<file path="config.mk">
export PLATFORM = sky130hd
export DESIGN_NAME = mbiou_ctrl
export DESIGN_NICKNAME = d
export VERILOG_FILES = /design/src/rtl/core/mbiou_pkg.sv /design/src/rtl/core/mbiou_ctrl.sv
export VERILOG_INCLUDE_DIRS = /design/src /design/src/rtl/core
export SDC_FILE = /design/constraint.sdc
export NUM_CORES = 1
export LEC_CHECK = 0
export BUFFER_PORTS_ARGS = -buffer_cell sky130_fd_sc_hd__buf_4
export CORE_AREA = 2 2 39 41
export DETAILED_ROUTE_END_ITERATION = 6
export DIE_AREA = 0 0 41 43
export GPL_TIMING_DRIVEN = 0
export PLACE_DENSITY_LB_ADDON = 0.08
export REMOVE_ABC_BUFFERS = 1
export SLEW_MARGIN = 20
export SYNTH_ARGS = -nofsm -noshare
export SYNTH_HDL_FRONTEND = slang
export SYNTH_SLANG_ARGS = --single-unit
export TNS_END_PERCENT = 100
</file>
<file path="constraint.sdc">
create_clock -name clk -period 1.2 [get_ports clk]
set_clock_uncertainty 0.1 [all_clocks]
set_input_delay 0.06 -clock clk [delete_from_list [all_inputs] [get_ports clk]]
set_output_delay 0.06 -clock clk [all_outputs]
set_load 0.02 [all_outputs]
</file>
<file path="src/rtl/core/max_box_iou_engine_assert.svh">
// Assertion macros shared by the max box IoU engine modules.
`ifndef MAX_BOX_IOU_ENGINE_ASSERT_SVH
`define MAX_BOX_IOU_ENGINE_ASSERT_SVH

// Checks that the consequent holds in the same cycle as the antecedent.
`define MBIOU_ASSERT_NOW(lbl, ante, cons, msg) \
	lbl: assert property (@(posedge clk) disable iff (!arst_n) (ante) |-> (cons)) \
		else $error(msg);

// Checks that the consequent holds in the cycle after the antecedent.
`define MBIOU_ASSERT_NEXT(lbl, ante, cons, msg) \
	lbl: assert property (@(posedge clk) disable iff (!arst_n) (ante) |=> (cons)) \
		else $error(msg);

`endif

</file>
<file path="src/rtl/core/mbiou_pkg.sv">
// Shared constants, types and command/status structs of the max box IoU engine.
package mbiou_pkg;

	localparam int MAX_BOXES  = 64;
	localparam int COORD_BITS = 12;
	localparam int FRAC_BITS  = 16;

	localparam int IDX_W  = (MAX_BOXES > 1) ? $clog2(MAX_BOXES) : 1;
	localparam int CNT_W  = $clog2(MAX_BOXES + 1);
	localparam int DIM_W  = COORD_BITS + 1;
	localparam int AREA_W = 2 * COORD_BITS + 1;
	localparam int UNI_W  = AREA_W + 1;
	localparam int PROD_W = AREA_W + UNI_W;
	localparam int QUO_W  = FRAC_BITS + 1;
	localparam int DCNT_W = $clog2(QUO_W);
	localparam int BOX_W  = 4 * COORD_BITS;

	typedef logic [COORD_BITS-1:0] coord_t;
	typedef logic [1:0] kind_t;

	localparam kind_t KIND_CLEAR  = 2'd0;
	localparam kind_t KIND_APPEND = 2'd1;
	localparam kind_t KIND_QUERY  = 2'd2;

	typedef struct packed {
		coord_t left;
		coord_t top;
		coord_t right;
		coord_t bottom;
	} box_t;

	typedef enum logic [2:0] {
		ST_IDLE,
		ST_WALK_A,
		ST_WALK_B,
		ST_DRAIN,
		ST_DIV,
		ST_FIN
	} state_t;

	typedef struct packed {
		logic clear;
		logic append;
		logic start;
		logic issue;
		logic div_start;
		logic div_step;
		logic load_out;
	} cmd_t;

	typedef struct packed {
		logic walk_done;
		logic pipe_busy;
		logic div_last;
		logic out_full;
	} sts_t;

endpackage

</file>
<file path="src/rtl/core/mbiou_ctrl.sv">
// Controller state machine that sequences table updates, the query walk and the division.
`include "max_box_iou_engine_assert.svh"

module mbiou_ctrl (
	input  logic           clk,
	input  logic           arst_n,
	input  logic           req_valid,
	output logic           req_stall,
	input  mbiou_pkg::kind_t kind,
	input  mbiou_pkg::sts_t  sts,
	output mbiou_pkg::cmd_t  cmd
);
	import mbiou_pkg::*;

	state_t state_q;
	state_t state_d;
	logic   accept;

	assign req_stall = (state_q != ST_IDLE);
	assign accept    = req_valid && !req_stall;

	always_ff @(posedge clk or negedge arst_n) begin
		if (!arst_n) begin
			state_q <= ST_IDLE;
		end else begin
			state_q <= state_d;
		end
	end

	always_comb begin
		state_d = state_q;
		case (state_q)
			ST_IDLE: begin
				if (accept && kind == KIND_QUERY) begin
					state_d = ST_WALK_A;
				end
			end
			ST_WALK_A: begin
				state_d = sts.walk_done ? ST_DRAIN : ST_WALK_B;
			end
			ST_WALK_B: begin
				state_d = ST_WALK_A;
			end
			ST_DRAIN: begin
				if (!sts.pipe_busy) begin
					state_d = ST_DIV;
				end
			end
			ST_DIV: begin
				if (sts.div_last) begin
					state_d = ST_FIN;
				end
			end
			ST_FIN: begin
				if (!sts.out_full) begin
					state_d = ST_IDLE;
				end
			end
			default: begin
				state_d = ST_IDLE;
			end
		endcase
	end

	always_comb begin
		cmd = '0;
		case (state_q)
			ST_IDLE: begin
				if (accept) begin
					case (kind)
						KIND_CLEAR:  cmd.clear  = 1'b1;
						KIND_APPEND: cmd.append = 1'b1;
						KIND_QUERY:  cmd.start  = 1'b1;
						default:     cmd = '0;
					endcase
				end
			end
			ST_WALK_A: begin
				cmd.issue = !sts.walk_done;
			end
			ST_DRAIN: begin
				cmd.div_start = !sts.pipe_busy;
			end
			ST_DIV: begin
				cmd.div_step = 1'b1;
			end
			ST_FIN: begin
				cmd.load_out = !sts.out_full;
			end
			default: begin
				cmd = '0;
			end
		endcase
	end

	`MBIOU_ASSERT_NEXT(a_query_starts_walk, accept && kind == KIND_QUERY, state_q == ST_WALK_A, "query request did not start the walk")
	`MBIOU_ASSERT_NEXT(a_div_ends_in_fin, state_q == ST_DIV && sts.div_last, state_q == ST_FIN, "division did not finish")
	`MBIOU_ASSERT_NOW(a_wait_follows_issue, state_q == ST_WALK_B, $past(cmd.issue), "walk wait state without a read")

endmodule

</file>
## After elaboration in Yosys (flattened, before gate mapping)

Index checks and enable logic that the tools add are counted.

- Equal/unequal tests: 11
- Mux-type cells: 15
- Reductions and logical operators: 10

Operator list:

| kind | count |
|---|---|
| $pmux 3 s6 | 1 |
| $mux 3 | 5 |
| $ne 2x2->1 const B | 4 |
| $pmux 1 s2 | 4 |
| $mux 7 | 1 |
| $eq 3x2->1 const B | 2 |
| $eq 3x3->1 const B | 2 |
| $logic_not 1->1 | 4 |
| $mux 1 | 4 |
| $reduce_and 4->1 | 1 |
| $eq 3x1->1 const B | 1 |
| $logic_not 3->1 | 1 |
| $reduce_bool 3->1 | 1 |
| $eq 2x1->1 const B | 1 |
| $eq 2x2->1 const B | 1 |
| $logic_and 1x1->1 | 2 |
| $logic_not 2->1 | 1 |

- Flip-flop bits (word level): 3
- Input port bits: 9
- Output and inout bits: 8
- Word-level logic and storage cells: 37

## Longest topological paths before layout

Gate-level depths: netlist (run 1).

- Depth after elaboration: 6
- Gate-level depth with buffers: 4
- Gate-level depth less buffers: 4

## Worst setup path before layout (run 1)

Ideal clock, no wire load.

- Kind: register to output
- Start: reg state_q[2]
- End: out cmd[4] in the netlist's numbering
- Arrival time: 1.220 ns
- Data required time: 1.040 ns
- Path slack: -0.180 ns
- Stages on the path, launching flop included: 4
- Buffers on the path: 0
- Path through: dfrtp_1 -> nor3_2 -> nand2_1 -> nor3b_1

RTL lines:

| element | RTL line | source |
|---|---|---|
| start, declared | mbiou_ctrl.sv:15 | `state_t state_q;` |
| start signal, assigned | mbiou_ctrl.sv:26 | `state_q <= state_d;` |
| end, declared | mbiou_ctrl.sv:11 | `output mbiou_pkg::cmd_t cmd` |

==> results of run 1 <==
-- kinds of logic (layout without fill, tap and decap cells) --
| group | count (synthesis) | count (layout) | synth area share, % |
|---|---|---|---|
| buffers and inverters | 2 | 29 | 3.51 |
| DFF | 3 | 3 | 35.1 |
| muxes | 1 | 1 | 4.68 |
| and+or+nand+nor | 16 | 16 | 45.0 |
| AOI/OAI and AO/OA | 4 | 4 | 11.7 |
-- what timing repair did --
item | 4_1_cts | 5_1_grt
hold buffers | 1 | 0
buffers inserted | 3 | 3
gates resized for setup | 12 | 12
pin swaps | 5 | 4
setup endpoints to repair | 8 | 9
hold endpoints to repair | 3 | 0
-- power by group --
group / internal (mW) / switching, mW / leakage, nW / total, mW
Sequential: 0.154 / 0.0652 / 0.0354 / 0.219
Combinational: 0.456 / 0.379 / 0.198 / 0.835
Clock: 0.125 / 0.0555 / 0.0150 / 0.180
Total: 0.735 / 0.499 / 0.248 / 1.23
-- worst max-delay path: cells and delay by family (launching register included) --
family                 cells  cell delay (ns)
buffers and inverters      1             0.16
and+or+nand+nor            3             0.48
DFF                        1             0.43
-- per-stage QoR --
step           power, mW  hold WS (ns)
6_report            1.23        0.0531
5_1_grt             1.32        0.0607
4_1_cts             1.07        0.0252
3_5_place_dp       0.655        -0.248
3_3_place_gp       0.660        -0.252
2_1_floorplan      0.490        -0.336
-- worst paths after layout --
check	startpoint	end	slack [ns]
worst max-delay path	state_q[2]$_DFFE_PN0P_	cmd[4]	-0.27
worst min-delay path	arst_n	state_q[2]$_DFFE_PN0P_	0.05
worst max register to register	state_q[1]$_DFFE_PN0P_	state_q[0]$_DFFE_PN0P_	0
worst min register to register	state_q[2]$_DFFE_PN0P_	state_q[0]$_DFFE_PN0P_	0.54
max in group asynchronous	arst_n	state_q[2]$_DFFE_PN0P_	0.84
min in group clk	sts[0]	state_q[2]$_DFFE_PN0P_	0.07
-- final cells by class --
cell class	instances	area share, %
clock buffers	4	4.87
well taps	16	3.71
multi-input cells	21	38.5
flip-flops and latches	3	14.2
repair buffers	23	37.4
inverters	2	1.39
-- per-layer routing --
layer  vias up  global-route usage, %  wire length, um
met1       121                   8.71              244
met3         0                   3.14               45
met4         0                   10.0                0
li1        143                      -                -
met2        11                   15.6              429
met5         -                      0                0
-- cell usage in the layout, fill, tap and decap left out, types with 2 or more instances in the layout --
cell	n
buf_4	15
buf_6	7
nand2b_4	3
clkbuf_4	3
inv_1	2
nor3_2	2
nor2_4	2
dfrtp_1	2
==> flow_metrics.py, run 1 <==
metrics = {
    "status": {
        "status": "finished, violations left",
        "violations": "setup timing",
    },
    "clocking": {
        "clk_pin_slew_ns": 0.04,
        "cts_buffers": 3,
        "htree_levels": 1,
        "cts_tree": "done",
        "clk_latency_ns": 0.23,
        "cts-root-buf": "clkbuf_4",
        "clock_sink_count": 3,
        "cts_buffer_depth": 2,
    },
    "place": {
        "portBuffers": 16,
        "preCtsSetupSlack_ns": -0.0579,
        "gp_congestion": 0.591,
        "placed_area_sq_um": 354,
        "numPlacedInstances": 58,
    },
    "layout": {
        "design_area_sq_um": 539,
        "largest_register_ffs": 3,
        "syn2layout_area_growth_pct": 152,
        "regArea_sq_um": 76.3,
        "top_register": "state_q",
        "reg.largest.list": "state_q x3",
        "final_util_pct": 39.0,
        "nFillCells": 144,
        "final_cells": 69,
        "final_net_count": 63,
        "drive_above_1_share_pct": 75.5,
        "multiInputGateArea_sq_um": 208,
        "antenna-diode-count": 0,
    },
    "sta": {
        "worst_slack_ns": -0.267,
        "fin_crit_sh_pct": 122,
        "post-route-min-period_ns": 1.47,
        "tns_ns": -1.35,
        "slew-limit-headroom_pct": 88.9,
        "setup_viol": 8,
        "finalMaxSlewViolations": 0,
        "fmax_ghz": 0.682,
        "final_hold_viol_count": 0,
        "worst_pin_slew_ns": 0.166,
        "rsz0062_at_grt": "true",
    },
    "route": {
        "wl_per_cell_um": 10.4,
        "via_per_inst": 3.99,
        "first_pass_iters": 1,
        "drtIter0Drc": 0,
        "vias": 275,
        "drcViolationCount": 0,
        "antenna_left": 0,
        "wl_um": 720,
    },
    "worst_setup_path": {
        "start_kind": "flop",
        "cp.required_ns": 1.04,
        "reg2regPathDepth": 4,
        "path_cells": "nor3_4 > nand2_2 > nor3b_2 > buf_4",
        "end_kind": "primary output",
        "critPathMaxStageDelay_ns": 0.43,
        "crit_type": "reg -> out",
        "crit_path_max_fanout": 4,
        "critical_path_arrival_ns": 1.31,
        "cp_slowest_cell": "dfrtp_2",
    },
    "logic_synthesis": {
        "synthTopCellsByArea": "dfrtp_1 (35%), nor3_2 (9.4%), nand2b_1 (8.8%)",
        "postSynthAreaPerCell_sq_um": 8.23,
        "syn_area_sq_um": 214,
        "synth-edff-count": 0,
        "yosysUniqueCellTypes": 15,
        "synth-seq-area-share_pct": 35.1,
        "postSynth.asyncResetShare_pct": 100,
        "synth_largest_area_cell": "dfrtp_1",
        "ys_ff_latch": 3,
        "synth_top_area_share_pct": 35.1,
        "ys.flop_type": "dfrtp_1",
        "ys_top_cells_by_count": "dfrtp_1 (3), nand2b_1 (3), nor2_1 (3), nor2b_1 (3)",
        "synth_warnings": 0,
        "synthCells": 26,
    },
    "global_route": {
        "grt_first_pass_wirelength_um": 1060,
        "grt_pass1_vias": 277,
        "grt_overflow": 0,
        "grt_use_total_pct": 9.85,
        "antenna_found_initial": 0,
        "grt_start_max_net_pins": 6,
    },
    "die": {
        "start_util_pct": 15.5,
        "io_pins": 17,
        "core-area_sq_um": 1380,
        "rows": 14,
        "fp.dieW_um": 41,
        "dieArea_sq_um": 1760,
        "fp.dieH_um": 43,
    },
    "pwr": {
        "p_leak_nw": 0.248,
        "powerDensity_nw_per_um2": 2290,
        "ir_worst_vdd_uv": 787,
    },
    "worst_hold_path": {
        "hold_path_class": "in -> async",
    },
    "job": {
        "cap_violations": 0,
    },
}
Power figures use the tool's default switching activity.
==> run 2: changes to the inputs <==
--- a/config.mk
+++ b/config.mk
@@ -10,7 +10,6 @@
 export CORE_AREA = 2 2 39 41
 export DETAILED_ROUTE_END_ITERATION = 6
 export DIE_AREA = 0 0 41 43
-export GPL_TIMING_DRIVEN = 0
 export PLACE_DENSITY_LB_ADDON = 0.08
 export REMOVE_ABC_BUFFERS = 1
 export SLEW_MARGIN = 20
==> flow_metrics.py, run 2 (synthesis gave the netlist of run 1 again) <==
metrics = {
    "status": {
        "status": "finished, violations left",
        "violations": "setup timing",
    },
    "sta": {
        "finalMaxSlewViolations": 0,
        "rsz0062_at_grt": "true",
        "post-route-min-period_ns": 1.47,
        "slew-limit-headroom_pct": 85.3,
        "worst_pin_slew_ns": 0.219,
        "tns_ns": -1.41,
        "fin_crit_sh_pct": 122,
        "worst_slack_ns": -0.269,
        "fmax_ghz": 0.681,
        "setup_viol": 9,
        "final_hold_viol_count": 0,
    },
    "layout": {
        "drive_above_1_share_pct": 70.6,
        "mostFrequentLayoutCells": "buf_4 (15), buf_6 (5), nor3_2 (4)",
        "largest_register_ffs": 3,
        "top_register": "state_q",
        "final_net_count": 61,
        "reg.largest.list": "state_q x3",
        "final_common_cell": "buf_4",
        "antenna-diode-count": 0,
        "syn2layout_area_growth_pct": 136,
        "final_cells": 67,
    },
    "global_route": {
        "grt_first_pass_wirelength_um": 1010,
        "antenna_found_initial": 0,
        "grt_use_total_pct": 9.16,
        "grt_start_max_net_pins": 6,
        "grt_overflow": 0,
        "grt_pass1_vias": 261,
    },
    "clocking": {
        "clk_latency_ns": 0.23,
        "clock_sink_count": 3,
        "htree_levels": 1,
        "cts-root-buf": "clkbuf_4",
        "cts_tree": "done",
        "clk_pin_slew_ns": 0.04,
        "cts_buffers": 3,
        "cts_buffer_depth": 2,
    },
    "place": {
        "numPlacedInstances": 59,
        "hpwl_um": 494,
        "portBuffers": 16,
        "gp_congestion": 0.623,
    },
    "die": {
        "dieArea_sq_um": 1760,
        "rows": 14,
        "io_pins": 17,
        "fp.dieH_um": 43,
        "start_util_pct": 15.5,
        "fp.dieW_um": 41,
        "core-area_sq_um": 1380,
    },
    "route": {
        "via_per_inst": 4.16,
        "drcViolationCount": 0,
        "first_pass_iters": 2,
        "drtIter0Drc": 3,
        "vias": 279,
        "antenna_left": 0,
        "wl_per_cell_um": 10.1,
        "wl_um": 679,
    },
    "pwr": {
        "powerDensity_nw_per_um2": 2260,
        "p_leak_nw": 0.230,
        "ir_worst_vdd_uv": 805,
    },
    "job": {
        "cap_violations": 0,
    },
    "worst_hold_path": {
        "hold_path_class": "in -> async",
    },
    "worst_setup_path": {
        "start_kind": "flop",
        "critical_path_arrival_ns": 1.31,
        "end_kind": "primary output",
        "critPathMaxStageDelay_ns": 0.39,
        "path_cells": "nor3_2 > nand2_2 > nor3b_2 > buf_4",
        "crit_type": "reg -> out",
        "crit_path_max_fanout": 3,
        "cp.required_ns": 1.04,
        "cp_slowest_cell": "dfrtp_1",
    },
}
## run 2: worst paths after layout
check / startpoint / to / slack, ns / depth (start not counted)
setup / recovery: state_q[1]$_DFFE_PN0P_ / cmd[4] / -0.27 / 4
hold / removal: arst_n / state_q[2]$_DFFE_PN0P_ / 0.05 / 2
setup reg to reg: state_q[1]$_DFFE_PN0P_ / state_q[0]$_DFFE_PN0P_ / -0.06 / 5
hold reg to reg: state_q[2]$_DFFE_PN0P_ / state_q[0]$_DFFE_PN0P_ / 0.55 / 2
max in group asynchronous: arst_n / state_q[2]$_DFFE_PN0P_ / 0.84 / 2
min in group clk: sts[0] / state_q[2]$_DFFE_PN0P_ / 0.06 / 3
## run 2: timing repair
action | in CTS | in global routing
pin swaps | 7 | 4
hold endpoints to repair | 3 | 0
hold buffers | 1 | 0
gates cloned | 0 | 0
buffers inserted | 3 | 0
gates resized for setup | 5 | 16
endpoints found under the setup margin | 9 | 10
## run 2: where the power goes
| group | switching (mW) | internal (mW) | total, mW |
|---|---|---|---|
| Combinational | 0.350 | 0.409 | 0.760 |
| Sequential | 0.0549 | 0.154 | 0.209 |
| Clock | 0.0496 | 0.124 | 0.174 |
| Total | 0.455 | 0.688 | 1.14 |
## run 2: per-layer routing
metal | vias to the layer above | GRT usage (%) | routed length [um]
met5 | - | 0 | 0
met4 | 0 | 6.00 | 0
met3 | 0 | 6.28 | 56
met2 | 13 | 13.1 | 404
met1 | 124 | 9.09 | 219
li1 | 142 | - | -
## run 2: through the flow
stage	power, mW	instance area (sq um)	setup slack (ns)	util [%]	hold WS [ns]
2_1_floorplan	0.490	214	-0.180	-	-0.336
3_3_place_gp	0.688	362	-0.0435	26.1	-0.251
3_5_place_dp	0.677	362	-0.0645	26.1	-0.248
4_1_cts	1.00	440	-0.266	31.8	0.0476
5_1_grt	1.24	505	-0.358	36.5	0.0404
6_report	1.14	505	-0.269	36.5	0.0537
## run 2: critical path, delay by kind of cell (launching register included)
family        cells  cell delay, ns
simple gates      3            0.53
flops             1            0.39
buf+inv           1            0.16
## run 2: final cells by class
type                    count  area, sq um
multi-input cells          21          194
flip-flops and latches      3         76.3
inverters                   2         10.0
well taps                  16         20.0
clock buffers               4         26.3
fillers                   155          878
repair buffers             21          179
